--- src/hdl/nse_pkg.sv ---
// ----------------------------------------------------------------------------
// nse_pkg
// Shared types, constants and helpers for the named section extractor.
// ----------------------------------------------------------------------------
package nse_pkg;

  // Section header layout.
  localparam int unsigned HEADER_BYTES       = 512;
  localparam int unsigned NAME_COMPARE_BYTES = 31;
  localparam int unsigned NAME_FIELD_START   = 8;
  localparam int unsigned HPOS_W             = $clog2(HEADER_BYTES);

  // The wanted name is held as 31 bytes in four registers.
  localparam int unsigned NAME_REG_BYTES = 31;
  localparam int unsigned NAME_IDX_W     = $clog2(NAME_REG_BYTES);

  localparam logic [31:0] SECTION_MAGIC = 32'h5888_1688;
  localparam logic [31:0] SKIP_ALIGN    = 32'd16;

  // Stream widths.
  localparam int unsigned IN_TDATA_W  = 8;
  localparam int unsigned OUT_TDATA_W = 40;
  localparam int unsigned OUT_TUSER_W = 2;

  // Configuration port.
  localparam int unsigned CFG_INDEX_W = 2;
  localparam int unsigned CFG_DATA_W  = 64;
  localparam logic [CFG_INDEX_W-1:0] CFG_NAME_0_7   = 2'd0;
  localparam logic [CFG_INDEX_W-1:0] CFG_NAME_8_15  = 2'd1;
  localparam logic [CFG_INDEX_W-1:0] CFG_NAME_16_23 = 2'd2;
  localparam logic [CFG_INDEX_W-1:0] CFG_NAME_24_30 = 2'd3;

  typedef logic [NAME_REG_BYTES-1:0][7:0] name_t;

  typedef enum logic [1:0] {
    PH_HEADER = 2'd0,
    PH_COPY   = 2'd1,
    PH_SKIP   = 2'd2,
    PH_DONE   = 2'd3
  } phase_t;

  typedef enum logic [1:0] {
    KIND_BYTE      = 2'd0,
    KIND_FOUND     = 2'd1,
    KIND_NOT_FOUND = 2'd2
  } kind_t;

  typedef struct packed {
    kind_t       kind;
    logic [7:0]  data_byte;
    logic [31:0] size;
  } result_t;

  // All results caused by one input byte: one, or two when 'two' is set.
  typedef struct packed {
    logic    two;
    result_t res0;
    result_t res1;
  } bundle_t;

  function automatic result_t mk_result(kind_t kind, logic [7:0] data_byte,
                                        logic [31:0] size);
    result_t r;
    r.kind      = kind;
    r.data_byte = data_byte;
    r.size      = size;
    return r;
  endfunction

endpackage

--- src/hdl/nse_cfg.sv ---
// ----------------------------------------------------------------------------
// nse_cfg
// Register file for the wanted section name.
// ----------------------------------------------------------------------------
module nse_cfg (
  input  logic                               clk,
  input  logic                               rst_n,
  input  logic                               wr_en,
  input  logic [nse_pkg::CFG_INDEX_W-1:0]    wr_index,
  input  logic [nse_pkg::CFG_DATA_W-1:0]     wr_data,
  output nse_pkg::name_t                     name
);

  logic [63:0] name0_r, name1_r, name2_r;
  logic [55:0] name3_r;

  // Write one register per transaction; the top register keeps 7 bytes.
  always_ff @(posedge clk) begin
    if (!rst_n) begin
      name0_r <= '0;
      name1_r <= '0;
      name2_r <= '0;
      name3_r <= '0;
    end else if (wr_en) begin
      case (wr_index)
        nse_pkg::CFG_NAME_0_7:   name0_r <= wr_data;
        nse_pkg::CFG_NAME_8_15:  name1_r <= wr_data;
        nse_pkg::CFG_NAME_16_23: name2_r <= wr_data;
        nse_pkg::CFG_NAME_24_30: name3_r <= wr_data[55:0];
        default: ;
      endcase
    end
  end

  // Byte 0 of the name sits in the low bits.
  assign name = {name3_r, name2_r, name1_r, name0_r};

endmodule

--- src/hdl/nse_scan.sv ---
// ----------------------------------------------------------------------------
// nse_scan
// Per-byte section parser: header capture, name compare, copy and skip.
// ----------------------------------------------------------------------------
module nse_scan (
  input  logic                  clk,
  input  logic                  rst_n,
  input  logic                  in_fire,
  input  logic [7:0]            in_byte,
  input  logic                  in_end,
  input  nse_pkg::name_t        name,
  output logic                  bnd_valid,
  output nse_pkg::bundle_t      bnd
);

  nse_pkg::phase_t                  phase_r, phase_nxt;
  logic [nse_pkg::HPOS_W-1:0]       hpos_r, hpos_nxt;
  logic [31:0]                      magic_r, magic_nxt;
  logic [31:0]                      size_r, size_nxt;
  logic                             name_eq_r, name_eq_nxt;
  logic                             name_end_r, name_end_nxt;
  logic [31:0]                      rem_r, rem_nxt;

  logic [nse_pkg::NAME_IDX_W-1:0]   name_idx;
  logic [7:0]                       wanted;
  logic [31:0]                      skip_len;
  logic                             finished;
  logic                             match;

  // Name byte under compare, and the skip length rounded up to 16.
  assign name_idx = nse_pkg::NAME_IDX_W'(hpos_r - nse_pkg::HPOS_W'(nse_pkg::NAME_FIELD_START));
  assign wanted   = name[name_idx];
  assign skip_len = (size_r + (nse_pkg::SKIP_ALIGN - 32'd1)) & ~(nse_pkg::SKIP_ALIGN - 32'd1);
  assign match    = (magic_r == nse_pkg::SECTION_MAGIC) && name_eq_r;

  // State register.
  always_ff @(posedge clk) begin
    if (!rst_n) begin
      phase_r    <= nse_pkg::PH_HEADER;
      hpos_r     <= '0;
      magic_r    <= '0;
      size_r     <= '0;
      name_eq_r  <= 1'b1;
      name_end_r <= 1'b0;
      rem_r      <= '0;
    end else if (in_fire) begin
      phase_r    <= phase_nxt;
      hpos_r     <= hpos_nxt;
      magic_r    <= magic_nxt;
      size_r     <= size_nxt;
      name_eq_r  <= name_eq_nxt;
      name_end_r <= name_end_nxt;
      rem_r      <= rem_nxt;
    end
  end

  // Next state and the results caused by the current byte.
  always_comb begin
    phase_nxt    = phase_r;
    hpos_nxt     = hpos_r;
    magic_nxt    = magic_r;
    size_nxt     = size_r;
    name_eq_nxt  = name_eq_r;
    name_end_nxt = name_end_r;
    rem_nxt      = rem_r;
    finished     = 1'b0;
    bnd_valid    = 1'b0;
    bnd.two      = 1'b0;
    bnd.res0     = nse_pkg::mk_result(nse_pkg::KIND_NOT_FOUND, 8'd0, 32'd0);
    bnd.res1     = nse_pkg::mk_result(nse_pkg::KIND_NOT_FOUND, 8'd0, 32'd0);

    case (phase_r)
      nse_pkg::PH_HEADER: begin
        // Capture magic and size little-endian, then compare the name.
        if (hpos_r < nse_pkg::HPOS_W'(4)) begin
          magic_nxt[{hpos_r[1:0], 3'b000} +: 8] = in_byte;
        end else if (hpos_r < nse_pkg::HPOS_W'(8)) begin
          size_nxt[{hpos_r[1:0], 3'b000} +: 8] = in_byte;
        end else if (hpos_r < nse_pkg::HPOS_W'(nse_pkg::NAME_FIELD_START +
                                                nse_pkg::NAME_COMPARE_BYTES)) begin
          if (name_eq_r && !name_end_r) begin
            if (in_byte != wanted) begin
              name_eq_nxt = 1'b0;
            end else if (in_byte == 8'd0) begin
              name_end_nxt = 1'b1;
            end
          end
        end

        if (hpos_r == nse_pkg::HPOS_W'(nse_pkg::HEADER_BYTES - 1)) begin
          if (match) begin
            if (size_r == 32'd0) begin
              bnd_valid = 1'b1;
              finished  = 1'b1;
              phase_nxt = nse_pkg::PH_DONE;
            end else begin
              rem_nxt   = size_r;
              phase_nxt = nse_pkg::PH_COPY;
            end
          end else begin
            rem_nxt = skip_len;
            if (skip_len == 32'd0) begin
              hpos_nxt     = '0;
              magic_nxt    = '0;
              size_nxt     = '0;
              name_eq_nxt  = 1'b1;
              name_end_nxt = 1'b0;
            end else begin
              phase_nxt = nse_pkg::PH_SKIP;
            end
          end
        end else begin
          hpos_nxt = hpos_r + nse_pkg::HPOS_W'(1);
        end
      end

      nse_pkg::PH_COPY: begin
        // Pass the byte on; the last one is followed by the size.
        bnd_valid = 1'b1;
        bnd.res0  = nse_pkg::mk_result(nse_pkg::KIND_BYTE, in_byte, 32'd0);
        rem_nxt   = rem_r - 32'd1;
        if (rem_r == 32'd1) begin
          bnd.two   = 1'b1;
          bnd.res1  = nse_pkg::mk_result(nse_pkg::KIND_FOUND, 8'd0, size_r);
          finished  = 1'b1;
          phase_nxt = nse_pkg::PH_DONE;
        end
      end

      nse_pkg::PH_SKIP: begin
        rem_nxt = rem_r - 32'd1;
        if (rem_r == 32'd1) begin
          phase_nxt    = nse_pkg::PH_HEADER;
          hpos_nxt     = '0;
          magic_nxt    = '0;
          size_nxt     = '0;
          name_eq_nxt  = 1'b1;
          name_end_nxt = 1'b0;
        end
      end

      default: ;
    endcase

    // End of image: report not found if still searching, then start afresh.
    if (in_end) begin
      if (phase_r != nse_pkg::PH_DONE && !finished) begin
        if (bnd_valid) begin
          bnd.two = 1'b1;
        end
        bnd_valid = 1'b1;
      end
      phase_nxt    = nse_pkg::PH_HEADER;
      hpos_nxt     = '0;
      magic_nxt    = '0;
      size_nxt     = '0;
      name_eq_nxt  = 1'b1;
      name_end_nxt = 1'b0;
      rem_nxt      = '0;
    end
  end

  // Two results come only from a copy byte.
  assert property (@(posedge clk) disable iff (!rst_n)
    in_fire && bnd_valid && bnd.two |-> phase_r == nse_pkg::PH_COPY)
    else $error("nse_scan: second result outside the copy phase");

  // Once the found result has been given, the rest of the image is silent.
  assert property (@(posedge clk) disable iff (!rst_n)
    in_fire && phase_r == nse_pkg::PH_DONE |-> !bnd_valid)
    else $error("nse_scan: result after the search finished");

  // The image end always leaves a fresh header scan.
  assert property (@(posedge clk) disable iff (!rst_n)
    in_fire && in_end |=> phase_r == nse_pkg::PH_HEADER && hpos_r == '0 && rem_r == '0)
    else $error("nse_scan: state not restarted after image end");

  // The header position never runs past the header.
  assert property (@(posedge clk) disable iff (!rst_n)
    hpos_r <= nse_pkg::HPOS_W'(nse_pkg::HEADER_BYTES - 1))
    else $error("nse_scan: header position out of range");

endmodule

--- src/hdl/nse_out_buf.sv ---
// ----------------------------------------------------------------------------
// nse_out_buf
// Two-entry result buffer; each entry holds the one or two results of a byte.
// ----------------------------------------------------------------------------
module nse_out_buf (
  input  logic                                clk,
  input  logic                                rst_n,
  input  logic                                wr_en,
  input  nse_pkg::bundle_t                    wr_bnd,
  output logic                                full,
  output logic                                out_tvalid,
  input  logic                                out_tready,
  // out_tdata: payload_byte [7:0], section_size [39:8]
  output logic [nse_pkg::OUT_TDATA_W-1:0]     out_tdata,
  // out_tuser: result_kind [1:0]
  output logic [nse_pkg::OUT_TUSER_W-1:0]     out_tuser,
  output logic                                out_tlast
);

  nse_pkg::bundle_t  bnd_r [2];
  logic              wr_ptr_r, rd_ptr_r;
  logic [1:0]        cnt_r, cnt_nxt;
  logic              sub_r;

  nse_pkg::bundle_t  head;
  nse_pkg::result_t  cur;
  logic              last;
  logic              pop;

  // Current result: first or second of the head entry.
  assign head = bnd_r[rd_ptr_r];
  assign cur  = sub_r ? head.res1 : head.res0;
  assign last = sub_r || !head.two;

  assign out_tvalid = (cnt_r != 2'd0);
  assign out_tdata  = {cur.size, cur.data_byte};
  assign out_tuser  = cur.kind;
  assign out_tlast  = last;
  assign full       = (cnt_r == 2'd2);

  assign pop     = out_tvalid && out_tready && last;
  assign cnt_nxt = cnt_r + {1'b0, wr_en} - {1'b0, pop};

  // Entry storage needs no reset.
  always_ff @(posedge clk) begin
    if (wr_en) begin
      bnd_r[wr_ptr_r] <= wr_bnd;
    end
  end

  // Pointers, fill count and the result select within an entry.
  always_ff @(posedge clk) begin
    if (!rst_n) begin
      wr_ptr_r <= 1'b0;
      rd_ptr_r <= 1'b0;
      cnt_r    <= 2'd0;
      sub_r    <= 1'b0;
    end else begin
      cnt_r <= cnt_nxt;
      if (wr_en) begin
        wr_ptr_r <= !wr_ptr_r;
      end
      if (pop) begin
        rd_ptr_r <= !rd_ptr_r;
      end
      if (out_tvalid && out_tready) begin
        sub_r <= !last;
      end
    end
  end

  // The fill count never exceeds the two entries.
  assert property (@(posedge clk) disable iff (!rst_n)
    cnt_r <= 2'd2)
    else $error("nse_out_buf: fill count overflow");

  // The second result is selected only in a held two-result entry.
  assert property (@(posedge clk) disable iff (!rst_n)
    sub_r |-> cnt_r != 2'd0 && head.two)
    else $error("nse_out_buf: second result selected without one");

  // No write into a full buffer.
  assert property (@(posedge clk) disable iff (!rst_n)
    full |-> !wr_en)
    else $error("nse_out_buf: write while full");

endmodule

--- src/hdl/named_section_extractor.sv ---
// ----------------------------------------------------------------------------
// named_section_extractor
// Finds a named section in a firmware container image and streams it out.
// ----------------------------------------------------------------------------
// The block takes one image byte per cycle while in_tready is high, and each
// byte is parsed in the cycle it is accepted. Results leave through a
// two-entry buffer, one result a cycle while out_tready is high; most bytes
// give no result or one. The last payload byte of a match, and an image end
// during a copy, give two results, which the buffer absorbs. The input waits
// only while the buffer is full, which out_tready low or a two-result byte
// followed at once by a byte with a result can cause. cfg_ready is always high.
// A sequence ends with a found result carrying the size or a not-found result;
// later bytes up to the image end are dropped. Name registers are written by
// the user only while no image is in flight; the block does not enforce it.
module named_section_extractor (
  input  logic                                 clk,
  input  logic                                 rst_n,
  // in_tdata: image_byte [7:0]
  input  logic [nse_pkg::IN_TDATA_W-1:0]       in_tdata,
  input  logic                                 in_tlast,
  input  logic                                 in_tvalid,
  output logic                                 in_tready,
  // out_tdata: payload_byte [7:0], section_size [39:8]
  output logic [nse_pkg::OUT_TDATA_W-1:0]      out_tdata,
  // out_tuser: result_kind [1:0]
  output logic [nse_pkg::OUT_TUSER_W-1:0]      out_tuser,
  output logic                                 out_tlast,
  output logic                                 out_tvalid,
  input  logic                                 out_tready,
  input  logic                                 cfg_valid,
  output logic                                 cfg_ready,
  input  logic [nse_pkg::CFG_INDEX_W-1:0]      cfg_index,
  input  logic [nse_pkg::CFG_DATA_W-1:0]       cfg_data
);

  nse_pkg::name_t    name;
  nse_pkg::bundle_t  bnd;
  logic              bnd_valid;
  logic              in_fire;
  logic              buf_full;

  assign cfg_ready = 1'b1;
  assign in_tready = !buf_full;
  assign in_fire   = in_tvalid && in_tready;

  // Wanted name registers.
  nse_cfg u_cfg (
    .clk      (clk),
    .rst_n    (rst_n),
    .wr_en    (cfg_valid && cfg_ready),
    .wr_index (cfg_index),
    .wr_data  (cfg_data),
    .name     (name)
  );

  // Header parse, name compare, copy and skip.
  nse_scan u_scan (
    .clk       (clk),
    .rst_n     (rst_n),
    .in_fire   (in_fire),
    .in_byte   (in_tdata),
    .in_end    (in_tlast),
    .name      (name),
    .bnd_valid (bnd_valid),
    .bnd       (bnd)
  );

  // Result buffer and output stream.
  nse_out_buf u_out_buf (
    .clk        (clk),
    .rst_n      (rst_n),
    .wr_en      (in_fire && bnd_valid),
    .wr_bnd     (bnd),
    .full       (buf_full),
    .out_tvalid (out_tvalid),
    .out_tready (out_tready),
    .out_tdata  (out_tdata),
    .out_tuser  (out_tuser),
    .out_tlast  (out_tlast)
  );

endmodule
--- config.mk ---
export PLATFORM = sky130hd
export DESIGN_NAME = named_section_extractor
export DESIGN_NICKNAME = d
export VERILOG_FILES = /design/src/hdl/nse_pkg.sv /design/src/hdl/nse_cfg.sv /design/src/hdl/nse_scan.sv /design/src/hdl/nse_out_buf.sv /design/src/hdl/named_section_extractor.sv
export SDC_FILE = /design/constraint.sdc
export NUM_CORES = 1
export LEC_CHECK = 0
export ABC_AREA = 1
export BUFFER_PORTS_ARGS = -buffer_cell sky130_fd_sc_hd__buf_2
export CAP_MARGIN = 20
export CORE_AREA = 2 2 191 193
export DETAILED_ROUTE_END_ITERATION = 10
export DIE_AREA = 0 0 193 195
export PLACE_DENSITY = 0.89
export SLEW_MARGIN = 20
export SYNTH_ARGS = -nofsm -noshare
export SYNTH_HDL_FRONTEND = slang
export SYNTH_SLANG_ARGS = --single-unit
--- constraint.sdc ---
create_clock -name clk -period 10.35 [get_ports clk]
set_input_delay 1.5525 -clock clk [delete_from_list [all_inputs] [get_ports clk]]
set_output_delay 1.5525 -clock clk [all_outputs]
set_load 0.02 [all_outputs]
==> flow_summary.json, run 1 <==
{
  "worstSetupPathType": "flop to flop",
  "critPathSlowestCell": "dfxtp_1",
  "insertion_delay_ps": 590,
  "clockRootBuffer": "clkbuf_16",
  "internal_power_mw": 3.29,
  "r2r_cells": 17,
  "routed_wl_um": 76300,
  "antenna_found_initial": 6,
  "ant_nets": 0,
  "cp-end-kind": "flop",
  "path_common_cell": "nor2_1",
  "io-pin-count": 126,
  "final_cell_mix": "nor2_1 (666), nand2_1 (542), o21ai_0 (406)",
  "setup_tns_ps": 0,
  "critPathRequiredTime_ps": 10860,
  "drc": 0,
  "syn_area_um2": 22900,
  "stdcell_area_um2": 25000,
  "critPathBufInv": 6,
  "finalHoldViolCount": 0,
  "rrSetupSlack_ps": 5920,
  "netlist.area_leader.share_pct": 31.8,
  "crit_family": "buffers and inverters",
  "worstHoldPathType": "flop to flop",
  "rsz0062_at_grt": "false",
  "clock_path_buffers": 3,
  "synth.largest_area_cell": "dfxtp_1",
  "min_to": "u_cfg.name3_r[0]$_SDFFE_PN0P_",
  "power_switching_mw": 1.86,
  "path_cells": "clkinv_1 > nor2_1 > inv_1 > nor2_1 > nand3_1 > nor2_1 > ha_1 > inv_1 > a211oi_1 > nand2_1 > buf_4 > nor2_2 > buf_4 > inv_1 > nor2_1 > nand3_1 > a21oi_1",
  "ys_seq_area_share_pct": 43.3,
  "worst_r2r_endpoint": "u_scan.rem_r[30]$_SDFFE_PN0P_",
  "seqCellArea_um2": 9910,
  "syn_avg_cell_area_um2": 6.92,
  "die_x_um": 193,
  "yosysWarnings": 0,
  "placed_area_um2": 23500,
  "start_kind": "flop",
  "finClkSkew_ps": 30.0,
  "synth-seq-cells": 451,
  "cts_max_level": 2,
  "rows": 69,
  "synthCells": 3303,
  "hold_buffers": 0,
  "path_clk_slew_ps": 70,
  "critPathMaxStageDelay_ps": 830,
  "period_share_pct": 42.8,
  "fmax_mhz": 226,
  "fill_cells": 2819,
  "pre_cts_slack_ps": 6050,
  "postCtsResizedCells": 0,
  "fin_nets": 3397,
  "hold_start": "u_cfg.name3_r[0]$_SDFFE_PN0P_",
  "p_seq_share_pct": 38.9,
  "hold_ws_ps": 443,
  "synth.distinct_cells": 43,
  "hpwl_um": 50900,
  "rr_startpoint": "u_scan.hpos_r[3]$_SDFFE_PN0P_",
  "crit_arrival_ps": 4940,
  "peakVddDrop_v": 0.000218,
  "p_total_mw": 5.15,
  "comb_power_share_pct": 27.9,
  "power_frac_clock_pct": 33.2,
  "grt_overflow": 0,
  "synth_edf_count": 88,
  "syn-num-nets": 3401,
  "coreArea_um2": 35400,
  "grt_pass1_vias": 21500,
  "cts_tree": "built",
  "synth.area.top_cells": "dfxtp_1 (32%), edfxtp_1 (12%), nor2_1 (11%), nand2_1 (8.9%), o21ai_0 (8.9%)",
  "maxCapViolCount": 0,
  "worst_slew_pin_slew_ps": 1150,
  "grt_pass1_wl_um": 119000,
  "status": "completed",
  "drt-vias-per-instance": 6.18,
  "place_congestion": 0.993,
  "start_util_pct": 64.6,
  "clock-sinks": 451,
  "p_leak_nw": 9.97,
  "cts-buffers-inserted": 46,
  "grt_usage_pct": 40.2,
  "vias": 23500,
  "grt_max_degree": 117,
  "io_buffers": 124,
  "die_h_um": 195,
  "fin_ws_ps": 5920,
  "syn2layout_area_growth_pct": 9.39,
  "post_cts_buffers": 0,
  "drt_iter0_markers": 3099,
  "multiInputGateArea_um2": 11100,
  "cp_max_fo": 32,
  "drt_pass1_iterations": 6,
  "powerDensity_nw_per_um2": 206,
  "layout_commonest_cell": "nor2_1",
  "holdPathStages": 2,
  "synth-main-ff-cell": "dfxtp_1",
  "synthArstFlopShare_pct": 0,
  "drv_slew": 0,
  "wl_per_cell_um": 20.1,
  "swShare_pct": 36.2,
  "min_period_ps": 4430,
  "dieArea_um2": 37600,
  "timing.slew.headroom_pct": 23.1,
  "drive_gt1_share_pct": 9.21,
  "setup_violations": 0
}
[area by class of cell]
class,count,area share [%]
well taps,461,2.31
clock inverters,21,1.00
inverters,269,4.05
clock buffers,62,5.12
flip-flops and latches,451,39.6
diodes,2,0.0200
multi-input cells,2378,44.5
repair buffers,153,3.36
[registers in the layout, summed over array words and instances, names as in the netlist, 32 cells and up, named ones only]
register         flops
u_out_buf.bnd_r     88
u_cfg.name3_r       56
u_cfg.name2_r       64
u_scan.rem_r        32
u_scan.magic_r      32
u_scan.size_r       32
u_cfg.name1_r       64
u_cfg.name0_r       64
[power groups by stage]
| stage | clock (mW) | sequential (mW) | combinational [mW] |
|---|---|---|---|
| final | 1.71 | 2.00 | 1.44 |
| after global routing | 1.78 | 2.01 | 1.59 |
| after CTS | 1.70 | 2.00 | 1.40 |
| after detailed placement | 0 | 2.04 | 1.38 |
| after global placement | 0 | 2.03 | 1.36 |
| after floorplan | 0 | 1.98 | 1.00 |
[worst max-delay path by stage]
stage          cells after the start                              end                           from  slack (ps)
2_1_floorplan                      4  u_out_buf.bnd_r[1][0]$_DFFE_PP_                       in_tlast        6040
3_3_place_gp                      17    u_scan.rem_r[27]$_SDFFE_PN0P_  u_scan.hpos_r[3]$_SDFFE_PN0P_        6140
3_5_place_dp                      17    u_scan.rem_r[27]$_SDFFE_PN0P_  u_scan.hpos_r[3]$_SDFFE_PN0P_        6050
4_1_cts                           17    u_scan.rem_r[27]$_SDFFE_PN0P_  u_scan.hpos_r[3]$_SDFFE_PN0P_        6020
5_1_grt                           17    u_scan.rem_r[30]$_SDFFE_PN0P_  u_scan.hpos_r[3]$_SDFFE_PN0P_        5460
6_report                          17    u_scan.rem_r[30]$_SDFFE_PN0P_  u_scan.hpos_r[3]$_SDFFE_PN0P_        5920
[layer usage]
metal	share of wire (%)	vias to the layer above	global-route usage [%]
met5	0.083	-	0
met4	3.0	10	11.8
met3	13	205	10.0
met2	42	1448	58.1
met1	42	10900	59.2
li1	-	10900	-
[synth_stat cells, types with 3 or more instances]
library cell,instances
nor4_1,5
clkbuf_1,154
o22ai_1,7
clkinv_1,6
inv_1,261
dfxtp_1,363
nand3_2,41
o211ai_1,33
o2111ai_1,8
o21ai_0,406
a21oi_1,270
buf_1,18
edfxtp_1,88
buf_2,25
nand4_1,45
nor2_2,4
mux2_2,5
nand2_1,544
a211oi_1,3
a22oi_1,4
nand2_2,6
buf_6,6
xor2_1,9
nor2_1,671
nor3_1,38
ha_1,18
nand3_1,242
[metrics by stage]
step / util (%) / cells
2_1_floorplan: - / 3303
3_3_place_gp: 66.3 / 3712
3_5_place_dp: 66.3 / 3712
4_1_cts: 70.6 / 3795
5_1_grt: 70.6 / 3796
6_report: 70.7 / 3797
[worst reg2reg max path, cell delays in order, from the launching register on]
cell and delay, ps:
dfxtp_1 830, clkinv_1 760, nor2_1 260, inv_1 80
nor2_1 120, nand3_1 110, nor2_1 110, ha_1 230
inv_1 70, a211oi_1 270, nand2_1 130, buf_4 260
nor2_2 120, buf_4 260, inv_1 330, nor2_1 180
nand3_1 100, a21oi_1 150
[kinds of logic after synthesis]
family | after synthesis | synth area share (%)
compound gates | 736 | 16.8
xor+xnor | 11 | 0.454
fa+ha+maj | 18 | 0.985
buf+inv | 474 | 8.15
flops | 451 | 43.3
mux | 5 | 0.246
other cells | 1 | 0.0164
simple gates | 1607 | 30.0
(Power assumes the default switching activity.)
==> run 2: changes to the inputs <==
Settings changed: CORE_AREA 2 2 191 193 to 2 2 206 208, DIE_AREA 0 0 193 195 to 0 0 208 210, PLACE_DENSITY 0.89 to 0.82.
Clock period 10.35 ns to 3.85 ns, I/O delays scaled along.
==> flow_summary.json, run 2 (same netlist as run 1, synthesis figures left out) <==
{
  "antenna_found_initial": 5,
  "postCtsResizedCells": 0,
  "start_util_pct": 55.1,
  "grt_pass1_wl_um": 113000,
  "rsz0062_at_grt": "false",
  "crit_arrival_ps": 3750,
  "finalHoldViolCount": 0,
  "grt_pass1_vias": 20300,
  "pre_cts_slack_ps": 690,
  "wl_per_cell_um": 18.6,
  "placed_area_um2": 23800,
  "post_cts_buffers": 0,
  "insertion_delay_ps": 600,
  "drt_pass1_iterations": 7,
  "drv_slew": 0,
  "stdcell_area_um2": 25500,
  "min_period_ps": 3420,
  "seqCellArea_um2": 9910,
  "setup_tns_ps": 0,
  "grt_overflow": 0,
  "io-pin-count": 126,
  "layout.cells.non_filler": 3902,
  "cp-end-kind": "flop",
  "grt_usage_pct": 32.4,
  "final_cell_mix": "nor2_1 (666), nand2_1 (542), o21ai_0 (406)",
  "dp.cells": 3815,
  "layout_commonest_cell": "nor2_1",
  "clockRootBuffer": "clkbuf_16",
  "cts_tree": "built",
  "powerDensity_nw_per_um2": 553,
  "p_leak_nw": 10.1,
  "dieArea_um2": 43700,
  "hpwl_um": 48600,
  "maxCapViolCount": 0,
  "status": "completed",
  "critPathRequiredTime_ps": 4190,
  "start_kind": "flop",
  "path_clk_slew_ps": 70,
  "fill_cells": 3757,
  "worst_slew_pin_slew_ps": 1090,
  "timing.slew.headroom_pct": 27.2,
  "clock_path_buffers": 3,
  "drt-vias-per-instance": 5.90,
  "multiInputGateArea_um2": 11100,
  "clock-sinks": 451,
  "fin_ws_ps": 434,
  "drt_iter0_markers": 3248,
  "vias": 23000,
  "hold_buffers": 0,
  "setup_violations": 0,
  "routed_wl_um": 72700,
  "post-route-util_pct": 61.4,
  "cts-buffers-inserted": 47,
  "finClkSkew_ps": 15.3,
  "largest_reg_flops": 88,
  "period_share_pct": 88.7,
  "syn2layout_area_growth_pct": 11.4,
  "io_buffers": 124,
  "worstHoldPathType": "primary input to flop",
  "die_h_um": 210,
  "drive_gt1_share_pct": 9.94,
  "largest_register": "u_out_buf.bnd_r",
  "place_congestion": 1.04,
  "fmax_mhz": 293,
  "ant_nets": 0,
  "grt_max_degree": 187,
  "coreArea_um2": 41500,
  "die_x_um": 208,
  "cp_max_fo": 34,
  "rows": 75,
  "drc": 0,
  "fin_nets": 3423,
  "cts_max_level": 2,
  "worstSetupPathType": "flop to flop",
  "peakVddDrop_v": 0.000471
}
==> run 2: layout make-up <==
type	count	area share, %
clock inverter	26	1.28
timing repair buffer	178	4.40
tap	539	2.65
sequential	451	38.9
antenna	4	0.0393
multi-input combinational	2378	43.7
inverter	269	3.98
clock buffer	57	5.01
==> run 2: per-stage QoR <==
stage / power (mW) / hold slack (ps)
3_5_place_dp: 9.26 / 436
3_3_place_gp: 9.20 / 431
4_1_cts: 14.0 / 236
5_1_grt: 14.7 / 264
6_report: 14.1 / 255
2_1_floorplan: 8.03 / 420
==> run 2: final timing paths <==
path                                  from                              end  slack [ps]  cells after the start
max          u_scan.rem_r[24]$_SDFFE_PN0P_  u_out_buf.bnd_r[1][6]$_DFFE_PP_         430                      7
min                           cfg_data[63]   u_cfg.name2_r[63]$_SDFFE_PN0P_         250                      3
max reg2reg  u_scan.rem_r[24]$_SDFFE_PN0P_  u_out_buf.bnd_r[1][6]$_DFFE_PP_         430                      7
min reg2reg  u_cfg.name3_r[0]$_SDFFE_PN0P_    u_cfg.name3_r[0]$_SDFFE_PN0P_         440                      2
==> run 2: routing by layer <==
layer / wire length [µm] / vias up / global-route usage, %
li1: - / 10900 / -
met1: 31600 / 10700 / 48.8
met2: 30300 / 1311 / 46.6
met5: 11 / - / 0
met4: 1800 / 2 / 9.54
met3: 8970 / 144 / 6.60
==> run 2: power breakdown <==
| group | total (mW) | internal, mW | switching [mW] |
|---|---|---|---|
| Clock | 4.77 | 2.83 | 1.95 |
| Combinational | 4.02 | 1.15 | 2.87 |
| Sequential | 5.29 | 5.13 | 0.163 |
==> run 2: critical path, cell delays in order, from the launching register on <==
cell and delay [ps]:
dfxtp_1 350, nor2_1 170, nand2_1 130, nor4_1 350, nand4_1 400, nor2_1 340, clkinv_1 790, nor2_1 620
